## src/rtl/dotrig_pkg.sv

```systemverilog
// Package for the drum onset trigger: field widths, register indexes,
// register reset values and the default envelope window length.
// Used by drum_onset_trigger; depends on nothing else.
package dotrig_pkg;

	localparam int SAMPLE_W = 16;
	localparam int GAIN_W   = 16;
	localparam int THR_W    = 16;
	localparam int OFFSET_W = 13;
	localparam int MASK_W   = 16;
	localparam int SCALED_W = 19;
	localparam int LEVEL_W  = 18;
	localparam int CFG_IDX_W  = 3;
	localparam int CFG_DATA_W = 16;
	localparam int GAIN_FRAC  = 13;

	localparam int WINDOW_LEN_DEFAULT = 256;

	localparam logic [GAIN_W-1:0]   GAIN_MAX    = 16'd49152;
	localparam logic [GAIN_W-1:0]   GAIN_RESET  = 16'd8192;
	localparam logic [THR_W-1:0]    THR_RESET   = 16'd32768;
	localparam logic [OFFSET_W-1:0] OFFSET_RESET = 13'd512;
	localparam logic [MASK_W-1:0]   MASK_RESET  = 16'd14000;

	typedef enum logic [CFG_IDX_W-1:0] {
		CFG_INPUT_GAIN      = 3'd0,
		CFG_LEVEL_THRESHOLD = 3'd1,
		CFG_OFFSET_LENGTH   = 3'd2,
		CFG_MASK_LENGTH     = 3'd3,
		CFG_TRIGGER_ENABLE  = 3'd4
	} cfg_reg_t;

endpackage

```

## src/rtl/drum_onset_trigger.sv

```systemverilog
// Drum onset trigger: input register, registered gain multiply, then the
// envelope, run and lockout update into the result register.
// Depends on dotrig_pkg.
//
// An accepted item passes the input and scaled-sample registers into the result.
// Throughput is one item per cycle; the three stages advance together and
// stall only while a result waits on out_ready.
// Reset clears all tracking state and loads the register defaults.
module drum_onset_trigger #(
	parameter int WINDOW_LEN = dotrig_pkg::WINDOW_LEN_DEFAULT
) (
	input  logic                                  clk,
	input  logic                                  arst_n,
	input  logic                                  cfg_we,
	input  logic [dotrig_pkg::CFG_IDX_W-1:0]      cfg_index,
	input  logic [dotrig_pkg::CFG_DATA_W-1:0]     cfg_data,
	input  logic                                  in_valid,
	output logic                                  in_ready,
	input  logic signed [dotrig_pkg::SAMPLE_W-1:0] sample_in,
	output logic                                  out_valid,
	input  logic                                  out_ready,
	output logic signed [dotrig_pkg::SCALED_W-1:0] scaled_sample,
	output logic                                  trigger_fire,
	output logic [dotrig_pkg::LEVEL_W-1:0]        trigger_level
);

	localparam int WC_W = (WINDOW_LEN > 2) ? $clog2(WINDOW_LEN) : 1;
	localparam logic [WC_W-1:0] WC_LAST = WC_W'(WINDOW_LEN - 1);
	localparam int PROD_W = dotrig_pkg::SAMPLE_W + dotrig_pkg::GAIN_W + 1;
	localparam int LVL_W = dotrig_pkg::LEVEL_W;

	// Configuration registers
	logic [dotrig_pkg::GAIN_W-1:0]   gain_q;
	logic [dotrig_pkg::THR_W-1:0]    thr_q;
	logic [dotrig_pkg::OFFSET_W-1:0] offset_q;
	logic [dotrig_pkg::MASK_W-1:0]   mask_q;
	logic                            enable_q;

	always_ff @(posedge clk or negedge arst_n) begin
		if (!arst_n) begin
			gain_q   <= dotrig_pkg::GAIN_RESET;
			thr_q    <= dotrig_pkg::THR_RESET;
			offset_q <= dotrig_pkg::OFFSET_RESET;
			mask_q   <= dotrig_pkg::MASK_RESET;
			enable_q <= 1'b0;
		end else if (cfg_we) begin
			unique case (cfg_index)
				dotrig_pkg::CFG_INPUT_GAIN: begin
					gain_q <= (cfg_data > dotrig_pkg::GAIN_MAX) ? dotrig_pkg::GAIN_MAX
						: cfg_data;
				end
				dotrig_pkg::CFG_LEVEL_THRESHOLD: thr_q <= cfg_data;
				dotrig_pkg::CFG_OFFSET_LENGTH: offset_q <= cfg_data[dotrig_pkg::OFFSET_W-1:0];
				dotrig_pkg::CFG_MASK_LENGTH: mask_q <= cfg_data;
				dotrig_pkg::CFG_TRIGGER_ENABLE: enable_q <= cfg_data[0];
				default: ;
			endcase
		end
	end

	// Pipeline control: all stages move together when the result slot frees.
	logic advance;
	logic s1_valid_q, s2_valid_q, out_valid_q;
	logic upd;

	assign advance   = !out_valid_q || out_ready;
	assign in_ready  = advance;
	assign out_valid = out_valid_q;
	assign upd       = advance && s2_valid_q;

	always_ff @(posedge clk or negedge arst_n) begin
		if (!arst_n) begin
			s1_valid_q  <= 1'b0;
			s2_valid_q  <= 1'b0;
			out_valid_q <= 1'b0;
		end else if (advance) begin
			s1_valid_q  <= in_valid;
			s2_valid_q  <= s1_valid_q;
			out_valid_q <= s2_valid_q;
		end
	end

	// Stage 1: input register; stage 2: scaled sample.
	logic signed [dotrig_pkg::SAMPLE_W-1:0] sample_s1;
	logic signed [dotrig_pkg::SCALED_W-1:0] scaled_s2;
	logic signed [PROD_W-1:0]               prod;

	assign prod = sample_s1 * $signed({1'b0, gain_q});

	always_ff @(posedge clk) begin
		if (advance) begin
			sample_s1 <= sample_in;
			scaled_s2 <= prod[dotrig_pkg::GAIN_FRAC +: dotrig_pkg::SCALED_W];
		end
	end

	// Tracking state
	logic [LVL_W-1:0]                window_peak_q, envelope_q, run_peak_q, held_q;
	logic [WC_W-1:0]                 window_count_q;
	logic [dotrig_pkg::OFFSET_W-1:0] run_count_q;
	logic [dotrig_pkg::MASK_W-1:0]   lockout_count_q;
	logic                            lockout_active_q;

	logic [dotrig_pkg::SCALED_W-1:0] abs_val;
	logic [LVL_W-1:0]                mag, window_max, run_max;
	logic [LVL_W-1:0]                window_peak_d, envelope_d, run_peak_d, held_d;
	logic [WC_W-1:0]                 window_count_d;
	logic [dotrig_pkg::OFFSET_W:0]   run_inc;
	logic [dotrig_pkg::OFFSET_W-1:0] run_count_d;
	logic [dotrig_pkg::MASK_W:0]     lock_inc;
	logic [dotrig_pkg::MASK_W-1:0]   lock_base, lockout_count_d;
	logic                            lockout_active_d, fire_d, run_cond;

	always_comb begin
		abs_val = scaled_s2[dotrig_pkg::SCALED_W-1] ? (~scaled_s2 + 1'b1) : scaled_s2;
		mag     = abs_val[LVL_W-1:0];

		window_max = (mag > window_peak_q) ? mag : window_peak_q;
		envelope_d = envelope_q;
		if (window_count_q == WC_LAST) begin
			envelope_d     = window_max;
			window_peak_d  = '0;
			window_count_d = '0;
		end else begin
			window_peak_d  = window_max;
			window_count_d = window_count_q + 1'b1;
		end

		run_cond         = {{(LVL_W - dotrig_pkg::THR_W){1'b0}}, thr_q} < envelope_d;
		run_max          = (mag > run_peak_q) ? mag : run_peak_q;
		run_inc          = {1'b0, run_count_q} + 1'b1;
		run_peak_d       = run_peak_q;
		run_count_d      = '0;
		held_d           = held_q;
		lockout_active_d = lockout_active_q;
		lock_base        = lockout_count_q;
		fire_d           = 1'b0;
		if (run_cond) begin
			if (run_inc >= {1'b0, offset_q}) begin
				held_d     = run_max;
				run_peak_d = '0;
				if ((lockout_count_q < mask_q) && !lockout_active_q) begin
					lockout_active_d = 1'b1;
					fire_d           = enable_q;
					lock_base        = '0;
				end
			end else begin
				run_peak_d  = run_max;
				run_count_d = run_inc[dotrig_pkg::OFFSET_W-1:0];
			end
		end

		lock_inc = {1'b0, lock_base} + 1'b1;
		if (lock_inc >= {1'b0, mask_q}) begin
			lockout_active_d = 1'b0;
			lockout_count_d  = '0;
		end else begin
			lockout_count_d = lock_inc[dotrig_pkg::MASK_W-1:0];
		end
	end

	always_ff @(posedge clk or negedge arst_n) begin
		if (!arst_n) begin
			window_peak_q    <= '0;
			window_count_q   <= '0;
			envelope_q       <= '0;
			run_peak_q       <= '0;
			run_count_q      <= '0;
			held_q           <= '0;
			lockout_count_q  <= '0;
			lockout_active_q <= 1'b0;
		end else if (upd) begin
			window_peak_q    <= window_peak_d;
			window_count_q   <= window_count_d;
			envelope_q       <= envelope_d;
			run_peak_q       <= run_peak_d;
			run_count_q      <= run_count_d;
			held_q           <= held_d;
			lockout_count_q  <= lockout_count_d;
			lockout_active_q <= lockout_active_d;
		end
	end

	// Result register
	always_ff @(posedge clk) begin
		if (upd) begin
			scaled_sample <= scaled_s2;
			trigger_fire  <= fire_d;
			trigger_level <= held_d;
		end
	end

	a_accept_enters: assert property (@(posedge clk) disable iff (!arst_n)
		in_valid && in_ready |=> s1_valid_q)
		else $error("accepted item did not enter the input stage");

	a_update_gives_result: assert property (@(posedge clk) disable iff (!arst_n)
		upd |=> out_valid_q)
		else $error("state update did not produce a result");

	a_window_count_range: assert property (@(posedge clk) disable iff (!arst_n)
		window_count_q <= WC_LAST)
		else $error("window counter passed the window length");

	a_run_cleared_below: assert property (@(posedge clk) disable iff (!arst_n)
		upd && !run_cond |=> run_count_q == '0)
		else $error("run counter not cleared below threshold");

endmodule
```

## config.mk

```make
export PLATFORM = sky130hd
export DESIGN_NAME = drum_onset_trigger
export DESIGN_NICKNAME = d
export VERILOG_FILES = /design/src/rtl/dotrig_pkg.sv /design/src/rtl/drum_onset_trigger.sv
export SDC_FILE = /design/constraint.sdc
export NUM_CORES = 1
export LEC_CHECK = 0
export BUFFER_PORTS_ARGS = -buffer_cell sky130_fd_sc_hd__buf_4
export CORE_MARGIN = 2
export CORE_UTILIZATION = 35
export CTS_BUF_LIST = sky130_fd_sc_hd__clkbuf_16
export CTS_CLUSTER_SIZE = 20
export DETAILED_ROUTE_END_ITERATION = 12
export GPL_TIMING_DRIVEN = 1
export MAX_ROUTING_LAYER = met4
export PLACE_DENSITY_LB_ADDON = 0.1
export SLEW_MARGIN = 40
export SYNTH_ARGS = -nofsm -noshare
export SYNTH_HDL_FRONTEND = slang
export SYNTH_SLANG_ARGS = --single-unit
```

## constraint.sdc

```tcl
create_clock -name clk -period 8.9 [get_ports clk]
set_input_delay 2.67 -clock clk [delete_from_list [all_inputs] [get_ports clk]]
set_output_delay 2.67 -clock clk [all_outputs]
set_load 0.02 [all_outputs]
```

==> results of run 1 <==
[layer usage]
metal	up-vias	track usage [%]	share of wire [%]
li1	7023	-	-
met1	7609	27.1	48
met2	288	30.2	46
met3	75	2.39	3.8
met4	0	5.35	2.2
met5	-	-	0
[stage by stage]
stage               util [%]  hold WS (ns)
floorplan                  -         0.424
global placement        38.4         0.462
detailed placement      38.5         0.467
CTS                     40.5         0.481
global route            41.1         0.509
finish                  41.1         0.476
[flip-flops by register name (all words and copies together) (netlist names), 8 cells and up]
| register | count |
|---|---|
| envelope_q | 18 |
| trigger_level | 18 |
| sample_s1 | 16 |
| scaled_sample | 19 |
| offset_q | 13 |
| scaled_s2 | 19 |
| run_peak_q | 18 |
| lockout_count_q | 16 |
| held_q | 18 |
| gain_q | 16 |
| run_count_q | 13 |
| window_peak_q | 18 |
| mask_q | 16 |
| thr_q | 16 |
| window_count_q | 8 |
[repair_timing]
item                                   CTS  global route
resized for setup                        3            34
buffers inserted                         1            29
cloned                                   0             4
pin swaps                                1            17
setup endpoints to repair                1            17
endpoints found under the hold margin    0             0
[cells by family (layout without fill, tap and decap cells)]
| kind of cell | after synthesis | in the layout |
|---|---|---|
| AOI/OAI and AO/OA | 269 | 269 |
| buffers and inverters | 367 | 524 |
| xor gates and xnor gates | 62 | 62 |
| adders and majority gates | 406 | 406 |
| muxes | 127 | 127 |
| and+or+nand+nor | 542 | 542 |
| DFF | 248 | 248 |
[area by class of cell]
type,instances,area share (%)
clock buffers,36,3.70
clock inverters,26,1.01
inverters,294,4.53
multi-input cells,1406,54.3
flip-flops and latches,248,27.0
well taps,773,3.97
repair buffers,168,5.46
[cells in the final DEF (no fill, tap or decap), types with 44 or more instances in the layout]
master	instances
inv_1	298
dfrtp_1	163
buf_4	158
o21ai_0	52
mux2_2	98
nor2_1	66
edfxtp_1	73
xnor2_1	44
a22o_1	49
nand2_1	213
ha_1	212
and2_1	103
a21oi_1	48
fa_1	193
[worst max-delay path: cells and delay by family (launching register included)]
family / cells / cell delay (ns)
compound gates: 13 / 2.66
buf+inv: 3 / 0.54
mux: 1 / 0.09
xor+xnor: 1 / 0.11
flops: 1 / 0.47
fa+ha+maj: 4 / 1.16
simple gates: 17 / 3.38
[how the worst max path moves through the flow]
stage	start	endpoint	slack, ns	depth (start not counted)
global placement	scaled_s2[2]	lockout_count_q[15]	0.20	38
detailed placement	scaled_s2[2]	lockout_count_q[15]	0.01	38
finish	scaled_s2[7]	lockout_count_q[15]	0.37	39
global route	scaled_s2[7]	lockout_count_q[15]	-0.11	39
CTS	scaled_s2[5]	lockout_count_q[15]	0.02	37
floorplan	scaled_s2[2]	lockout_count_q[6]	0.02	43
[synthesized netlist by cell type (all sizes together) (3+ instances only)]
| cell type | number |
|---|---|
| ha | 213 |
| o31ai | 7 |
| clkbuf | 62 |
| a211oi | 8 |
| xnor2 | 45 |
| nand3 | 34 |
| edfxtp | 73 |
| o21a | 9 |
| a221oi | 4 |
| and4 | 3 |
| a41oi | 3 |
| inv | 294 |
| nor2 | 69 |
| nor4 | 9 |
| a21oi | 57 |
| a221o | 3 |
| a22o | 49 |
| and3 | 21 |
| a32o | 8 |
| mux2i | 18 |
| or4 | 4 |
| dfstp | 10 |
| o21ai | 55 |
| nand2b | 25 |
| buf | 11 |
| and2 | 103 |
| nand4 | 21 |
| a31oi | 11 |
| nor2b | 11 |
| o211ai | 7 |
| mux2 | 109 |
| fa | 193 |
| nor3 | 17 |
| a21o | 29 |
| a211o | 3 |
| dfrtp | 165 |
| nand2 | 216 |
| xor2 | 17 |
==> metrics.csv, run 1 <==
stage,metric,value,unit
setup_path,crit_path_end_kind,register,
placement,hpwl,42900,um
placement,gp_congestion,0.916,
placement,port_buffers,79,
synth,synthXorXnorAreaFrac,2.58,%
routing,viasPerCell,5.08,
synth,synth.mux.area_fraction,6.86,%
routing,dr.pass1.iters,6,
sta,setup_tns,0,ns
clocking,cts.sink_count,248,
placement,pre_cts_ws,0.0125,ns
synth,synth_seq_cells,248,
routing,drtIter0Drc,811,
routing,drt-total-wl,57700,um
die,core_area,59200,um^2
outcome,status,completed,
sta,slew_headroom,38.3,%
job,maxCapViolations,0,
setup_path,r2r_slack,0.37,ns
die,die_x,249,um
final_layout,drive_above_1_share,17.6,%
clocking,clock_latency,0.56,ns
setup_path,path_common_cell,and3_4,
synth,syn_area,21100,um^2
final_layout,diodes,0,
routing,drc,0,
synth,synth_top_flop_cell,dfrtp_1,
worst_hold_path,hp-class,reg2reg,
sta,worstMarginPinSlew,0.926,ns
sta,worst_slack,0.370,ns
sta,drv_slew,0,
setup_path,slowest_delay,0.51,ns
clocking,numCtsBuffers,34,
global_route,grt_usage,19.5,%
routing,antenna_left,0,
final_layout,fin_cells,2951,
final_layout,fin_nets,2598,
worst_hold_path,hp-start,window_count_q[6],
sta,fin_crit_sh,95.8,%
synth,synth_compound_area_share,8.90,%
global_route,grt_overflow,0,
setup_path,path_class,reg2reg,
global_route,grt_start_max_net_pins,91,
die,die_area,62200,um^2
synth,synth_top_family_by_area,adder cells,
clocking,clk_pin_slew,0.06,ns
placement,placed_cell_area,22800,um^2
synth,synth.net_count,2467,
setup_path,cp_data_required_time,9.33,ns
die,start_util,35.6,%
synth,synthCells,2021,
synth,synth-edff-count,73,
synth,netlist_top_cells_area,"dfrtp_1 (20%), fa_1 (18%), ha_1 (13%), edfxtp_1 (10%), mux2_2 (5.2%)",
sta,min_period,8.53,ns
placement,place_inst,2855,
synth,post-synth-top-area-cell,dfrtp_1,
global_route,antenna_found_initial,0,
global_route,grt_pass1_wl,92300,um
final_layout,regArea,6590,um^2
synth,syn_avg_cell_area,10.4,um^2
clocking,postCtsHoldBufs,0,
setup_path,crit_path_max_fanout,7,
die,ioPinCount,80,
global_route,grt_pass1_vias,15844,
worst_hold_path,min_to,window_count_q[6],
routing,routed-via-count,14995,
die,fp.dieH,249,um
sta,finClkSkew,0.0261,ns
synth,synth_top_area_share,19.6,%
setup_path,r2r-start,scaled_s2[7],
clocking,htree_levels,2,
synth,ys_types,68,
final_layout,fill_cells,5818,
final_layout,area_growth,15.6,%
sta,hold_viol,0,
setup_path,crit_slowest_cell,or4_4,
setup_path,start_kind,register,
synth,ys_async_sr_fraction,70.6,%
synth,synth-simple-area-share,12.8,%
clocking,clock_path_buffers,3,
clocking,cts_tree,done,
final_layout,multi_input_area,13200,um^2
die,rows,89,
sta,setup_violations,0,
clocking,cts_root_buffer,clkbuf_16,
setup_path,worstPathArrival,8.96,ns
setup_path,rr_worst_depth,39,
synth,ys_seq_area_share,31.2,%
worst_hold_path,hold_path_depth,1,
final_layout,stdcell_area,24400,um^2
synth,yosys.area_share.adder,31.0,%
setup_path,worstReg2RegEnd,lockout_count_q[15],
synth,yosys_warnings,0,
routing,wl_per_cell,19.5,um
sta,fmax,117,MHz
Power of run 1 is left out: the tool's default activity adds up to more than one toggle a clock period on the data nets, which glitch-free logic cannot reach.
==> inputs of run 2 (changes only) <==
- CELL_PAD_IN_SITES_DETAIL_PLACEMENT: not set -> 0
- CELL_PAD_IN_SITES_GLOBAL_PLACEMENT: not set -> 2
==> metrics.csv, run 2 (same netlist as run 1, synthesis figures left out) <==
stage,metric,value,unit
setup_path,crit_path_end_kind,register,
die,fp.dieH,249,um
global_route,grt_pass1_wl,93600,um
die,die_x,249,um
final_layout,fin_nets,2589,
setup_path,crit_slowest_cell,or4_4,
sta,setup_violations,0,
placement,port_buffers,79,
final_layout,area_growth,15.5,%
outcome,status,completed,
setup_path,path_common_cell,and3_4,
job,maxCapViolations,0,
placement,gp_congestion,0.860,
setup_path,cp_data_required_time,9.33,ns
routing,drc,0,
worst_hold_path,hp-class,reg2reg,
clocking,clock_path_buffers,3,
routing,drtIter0Drc,714,
setup_path,r2r-start,scaled_s2[9],
setup_path,slowest_delay,0.50,ns
clocking,clock_latency,0.56,ns
setup_path,worstReg2RegEnd,lockout_count_q[15],
routing,antenna_left,0,
routing,wl_per_cell,19.8,um
setup_path,start_kind,register,
final_layout,regArea,6580,um^2
sta,hold_viol,0,
clocking,cts_root_buffer,clkbuf_16,
placement,hpwl,43900,um
routing,viasPerCell,5.07,
sta,finClkSkew,0.0252,ns
sta,worstMarginPinSlew,0.851,ns
clocking,numCtsBuffers,35,
worst_hold_path,hp-start,envelope_q[16],
final_layout,multi_input_area,13300,um^2
die,core_area,59200,um^2
clocking,cts.sink_count,248,
final_layout,fill_cells,5807,
global_route,antenna_found_initial,2,
setup_path,crit_path_max_fanout,10,
sta,rsz0062_at_grt,true,
setup_path,worstPathArrival,9.04,ns
clocking,htree_levels,2,
setup_path,rr_worst_depth,39,
sta,drv_slew,0,
final_layout,reg_top3,"scaled_s2 x19, scaled_sample x19",
final_layout,final_util,41.1,%
die,ioPinCount,80,
routing,drt-total-wl,58300,um
die,rows,89,
routing,dr.pass1.iters,5,
global_route,grt_pass1_vias,15805,
setup_path,path_class,reg2reg,
sta,slew_headroom,43.3,%
final_layout,drive_above_1_share,17.5,%
die,start_util,35.6,%
final_layout,layout_commonest_cell,inv_1,
die,die_area,62200,um^2
worst_hold_path,hold_path_depth,2,
global_route,grt_overflow,0,
clocking,cts_tree,done,
sta,fin_crit_sh,96.8,%
worst_hold_path,min_to,envelope_q[16],
sta,fmax,116,MHz
global_route,grt_usage,20.0,%
sta,min_period,8.62,ns
global_route,grt_start_max_net_pins,73,
setup_path,r2r_slack,0.28,ns
routing,routed-via-count,14917,
clocking,clk_pin_slew,0.06,ns
final_layout,layout_common_cells,"inv_1 (297), nand2_1 (212), ha_1 (211)",
-- run 2: worst max-delay path, delay by kind of cell (launching register included) --
family	cells	cell delay, ns
DFF	1	0.45
xor gates and xnor gates	1	0.14
and+or+nand+nor	17	3.32
adders and majority gates	4	1.10
buffers and inverters	3	0.52
muxes	1	0.10
AOI/OAI and AO/OA	13	2.85
-- run 2: worst max path at each step --
| stage | from | endpoint | slack, ns | cells after the start |
|---|---|---|---|---|
| CTS | scaled_s2[3] | lockout_count_q[15] | 0.008 | 39 |
| finish | scaled_s2[9] | lockout_count_q[15] | 0.28 | 39 |
| detailed placement | scaled_s2[3] | lockout_count_q[11] | -0.17 | 39 |
| global route | scaled_s2[9] | lockout_count_q[15] | -0.08 | 39 |
| floorplan | scaled_s2[2] | lockout_count_q[6] | 0.02 | 43 |
| global placement | scaled_s2[2] | lockout_count_q[14] | -0.02 | 40 |
-- run 2: timing repair --
item                                    in CTS  in global routing
hold endpoints to repair                     0                  0
resized for setup                            9                 36
endpoints found under the setup margin      11                 17
setup buffers                                1                  9
hold buffers                                 0                  0
pin swaps                                    1                 22
cloned                                       0                  3
-- run 2: layout make-up --
cell class	count	share of cell area, %
Sequential cell	248	27.0
Antenna cell	1	0.0103
Clock inverter	28	1.08
Timing Repair Buffer	158	5.09
Inverter	294	4.53
Multi-Input combinational cell	1406	54.6
Tap cell	773	3.97
Clock buffer	36	3.70
-- run 2: stage by stage --
step | worst slack [ns] | instances | TNS, ns | hold WS [ns] | cell area [um^2]
floorplan | 0.0236 | 2021 | 0 | 0.424 | 21100
global placement | -0.0166 | 2865 | -0.0419 | 0.464 | 22800
detailed placement | -0.166 | 2865 | -1.26 | 0.476 | 22800
CTS | 0.00802 | 2930 | 0 | 0.487 | 24100
global route | -0.0810 | 2943 | -0.269 | 0.513 | 24300
finish | 0.284 | 2944 | 0 | 0.478 | 24300
-- run 2: layer usage --
layer	vias to the layer above	GRT usage, %	share of wire (%)	wire length, um
li1	7012	-	-	-
met1	7588	28.2	50	29000
met2	238	30.6	45	26100
met3	79	2.22	3.2	1890
met4	0	4.92	2.2	1290
met5	-	-	0	0
Power of run 2 is left out for the same reason.
==> inputs of run 3 (changes only) <==
- ABC_AREA: not set -> 1
==> metrics.csv, run 3 <==
stage,metric,value,unit
synth,synth.net_count,2990,
setup_path,r2r-start,scaled_s2[0],
job,maxCapViolations,0,
synth,ys_types,56,
clocking,cts_setup_buffers,0,
placement,hpwl,46800,um
setup_path,start_kind,register,
synth,synth-edff-count,73,
sta,hold_viol,0,
final_layout,fill_cells,6305,
synth,syn_area,21600,um^2
clocking,cts_root_buffer,clkbuf_16,
synth,synthCells,2544,
sta,setup_tns,0,ns
final_layout,diodes,0,
global_route,antenna_found_initial,0,
final_layout,layout_commonest_cell,nand2_1,
clocking,numCtsBuffers,35,
synth,synth_top_cells_by_count,"nand2_1 (595), inv_1 (546), ha_1 (213), fa_1 (193), o21ai_0 (179)",
sta,drv_slew,0,
synth,ys_async_sr_fraction,70.6,%
worst_hold_path,hp-class,reg2reg,
routing,drc,0,
setup_path,cp_data_required_time,9.39,ns
clocking,cts.sink_count,248,
synth,syn_avg_cell_area,8.48,um^2
synth,netlist_top_cells_area,"dfrtp_1 (19%), fa_1 (18%), ha_1 (12%), nand2_1 (10%), edfxtp_1 (10%)",
clocking,clock_latency,0.56,ns
die,ioPinCount,80,
sta,min_period,7.91,ns
die,core_area,61400,um^2
die,fp.dieH,252,um
sta,fin_crit_sh,88.9,%
setup_path,path_common_cell,nand2_1,
global_route,grt_pass1_vias,17222,
synth,synth_top_area_share,19.1,%
synth,synth_top_flop_cell,dfrtp_1,
routing,drtIter0Drc,802,
routing,drt-total-wl,60300,um
sta,rsz0062_at_grt,false,
routing,wl_per_cell,17.7,um
sta,finClkSkew,0.0174,ns
global_route,grt_usage,20.4,%
die,die_x,252,um
setup_path,worstPathArrival,8.40,ns
synth,post-synth-top-area-cell,dfrtp_1,
final_layout,drive_above_1_share,8.56,%
die,rows,91,
setup_path,startpoint,scaled_s2[0],
placement,gp_congestion,0.834,
synth,synthMostInstantiatedCell,nand2_1,
setup_path,crit_path_max_fanout,30,
final_layout,layout_common_cells,"nand2_1 (594), inv_1 (552), ha_1 (213)",
synth,synth_seq_cells,248,
clocking,clk_pin_slew,0.05,ns
outcome,status,completed,
placement,port_buffers,79,
synth,yosys_warnings,0,
final_layout,fin_nets,3036,
clocking,cts_resized,0,
sta,setup_violations,0,
routing,viasPerCell,4.74,
final_layout,area_growth,11.8,%
global_route,grt_start_max_net_pins,99,
synth,ys_seq_area_share,30.5,%
sta,worstMarginPinSlew,0.860,ns
die,start_util,35.2,%
setup_path,path_class,reg2reg,
clocking,clock_path_buffers,3,
routing,antenna_left,0,
setup_path,crit_slowest_cell,edfxtp_1,
die,die_area,63700,um^2
routing,dr.pass1.iters,5,
worst_hold_path,hp-start,window_count_q[6],
clocking,postCtsHoldBufs,0,
global_route,grt_pass1_wl,97500,um
global_route,grt_overflow,0,
final_layout,reg_top3,"scaled_s2 x19, scaled_sample x19",
clocking,htree_levels,2,
sta,fmax,126,MHz
setup_path,slowest_delay,0.47,ns
clocking,cts_tree,done,
setup_path,crit_path_end_kind,register,
routing,routed-via-count,16131,
sta,slew_headroom,42.6,%
==> run 3: worst max-delay path, delay by kind of cell (launching register included) <==
kind                     cells  cell delay [ns]
AND/OR/NAND/NOR             29             3.60
adder cells (fa/ha/maj)      5             1.45
AO/OA/AOI/OAI                8             1.19
buffers and inverters        7             0.87
flip-flops                   1             0.47
XOR/XNOR                     1             0.25
==> run 3: routing by layer <==
metal | wire, um | track usage [%] | vias up
li1 | - | - | 7993
met1 | 28100 | 26.3 | 7891
met2 | 29400 | 34.2 | 177
met3 | 1510 | 2.19 | 70
met4 | 1340 | 5.19 | 0
met5 | 0 | - | -
==> run 3: logic make-up (layout without fill, tap and decap cells) <==
logic type / after synthesis / after routing / share of synthesized area [%]
XOR/XNOR: 51 / 51 / 2.07
AO/OA/AOI/OAI: 332 / 332 / 8.31
buffers and inverters: 655 / 727 / 11.6
adder cells (fa/ha/maj): 406 / 406 / 30.2
AND/OR/NAND/NOR: 834 / 834 / 16.5
flip-flops: 248 / 248 / 30.5
multiplexers: 18 / 18 / 0.835
==> run 3: through the flow <==
stage | cells | utilization (%) | hold WS, ns | area (um^2) | worst slack, ns
2_1_floorplan | 2544 | - | 0.432 | 21600 | 2.27
3_3_place_gp | 3339 | 37.4 | 0.463 | 23000 | 1.19
3_5_place_dp | 3342 | 37.5 | 0.467 | 23000 | 1.01
4_1_cts | 3405 | 39.3 | 0.479 | 24100 | 0.944
5_1_grt | 3406 | 39.3 | 0.501 | 24100 | 0.149
6_report | 3406 | 39.3 | 0.475 | 24100 | 0.988
==> run 3: path summary, 6_finish.rpt <==
check	to	slack, ns	depth (start not counted)
min in group asynchronous	held_q[5]	1.98	1
max reg2reg	lockout_count_q[4]	0.99	50
max in group asynchronous	lockout_count_q[9]	5.47	3
min	window_count_q[6]	0.48	1
min reg2reg	window_count_q[6]	0.48	1
max	lockout_count_q[4]	0.99	50
==> run 3: area by class of cell <==
| cell class | count | area [um^2] | area share (%) |
|---|---|---|---|
| sequential | 248 | 6580 | 27.3 |
| timing repair buffer | 111 | 871 | 3.61 |
| inverter | 553 | 2080 | 8.61 |
| clock inverter | 28 | 221 | 0.918 |
| clock buffer | 35 | 876 | 3.63 |
| tap | 790 | 988 | 4.10 |
| multi-input combinational | 1641 | 12500 | 51.9 |
Power of run 3 is left out for the same reason.
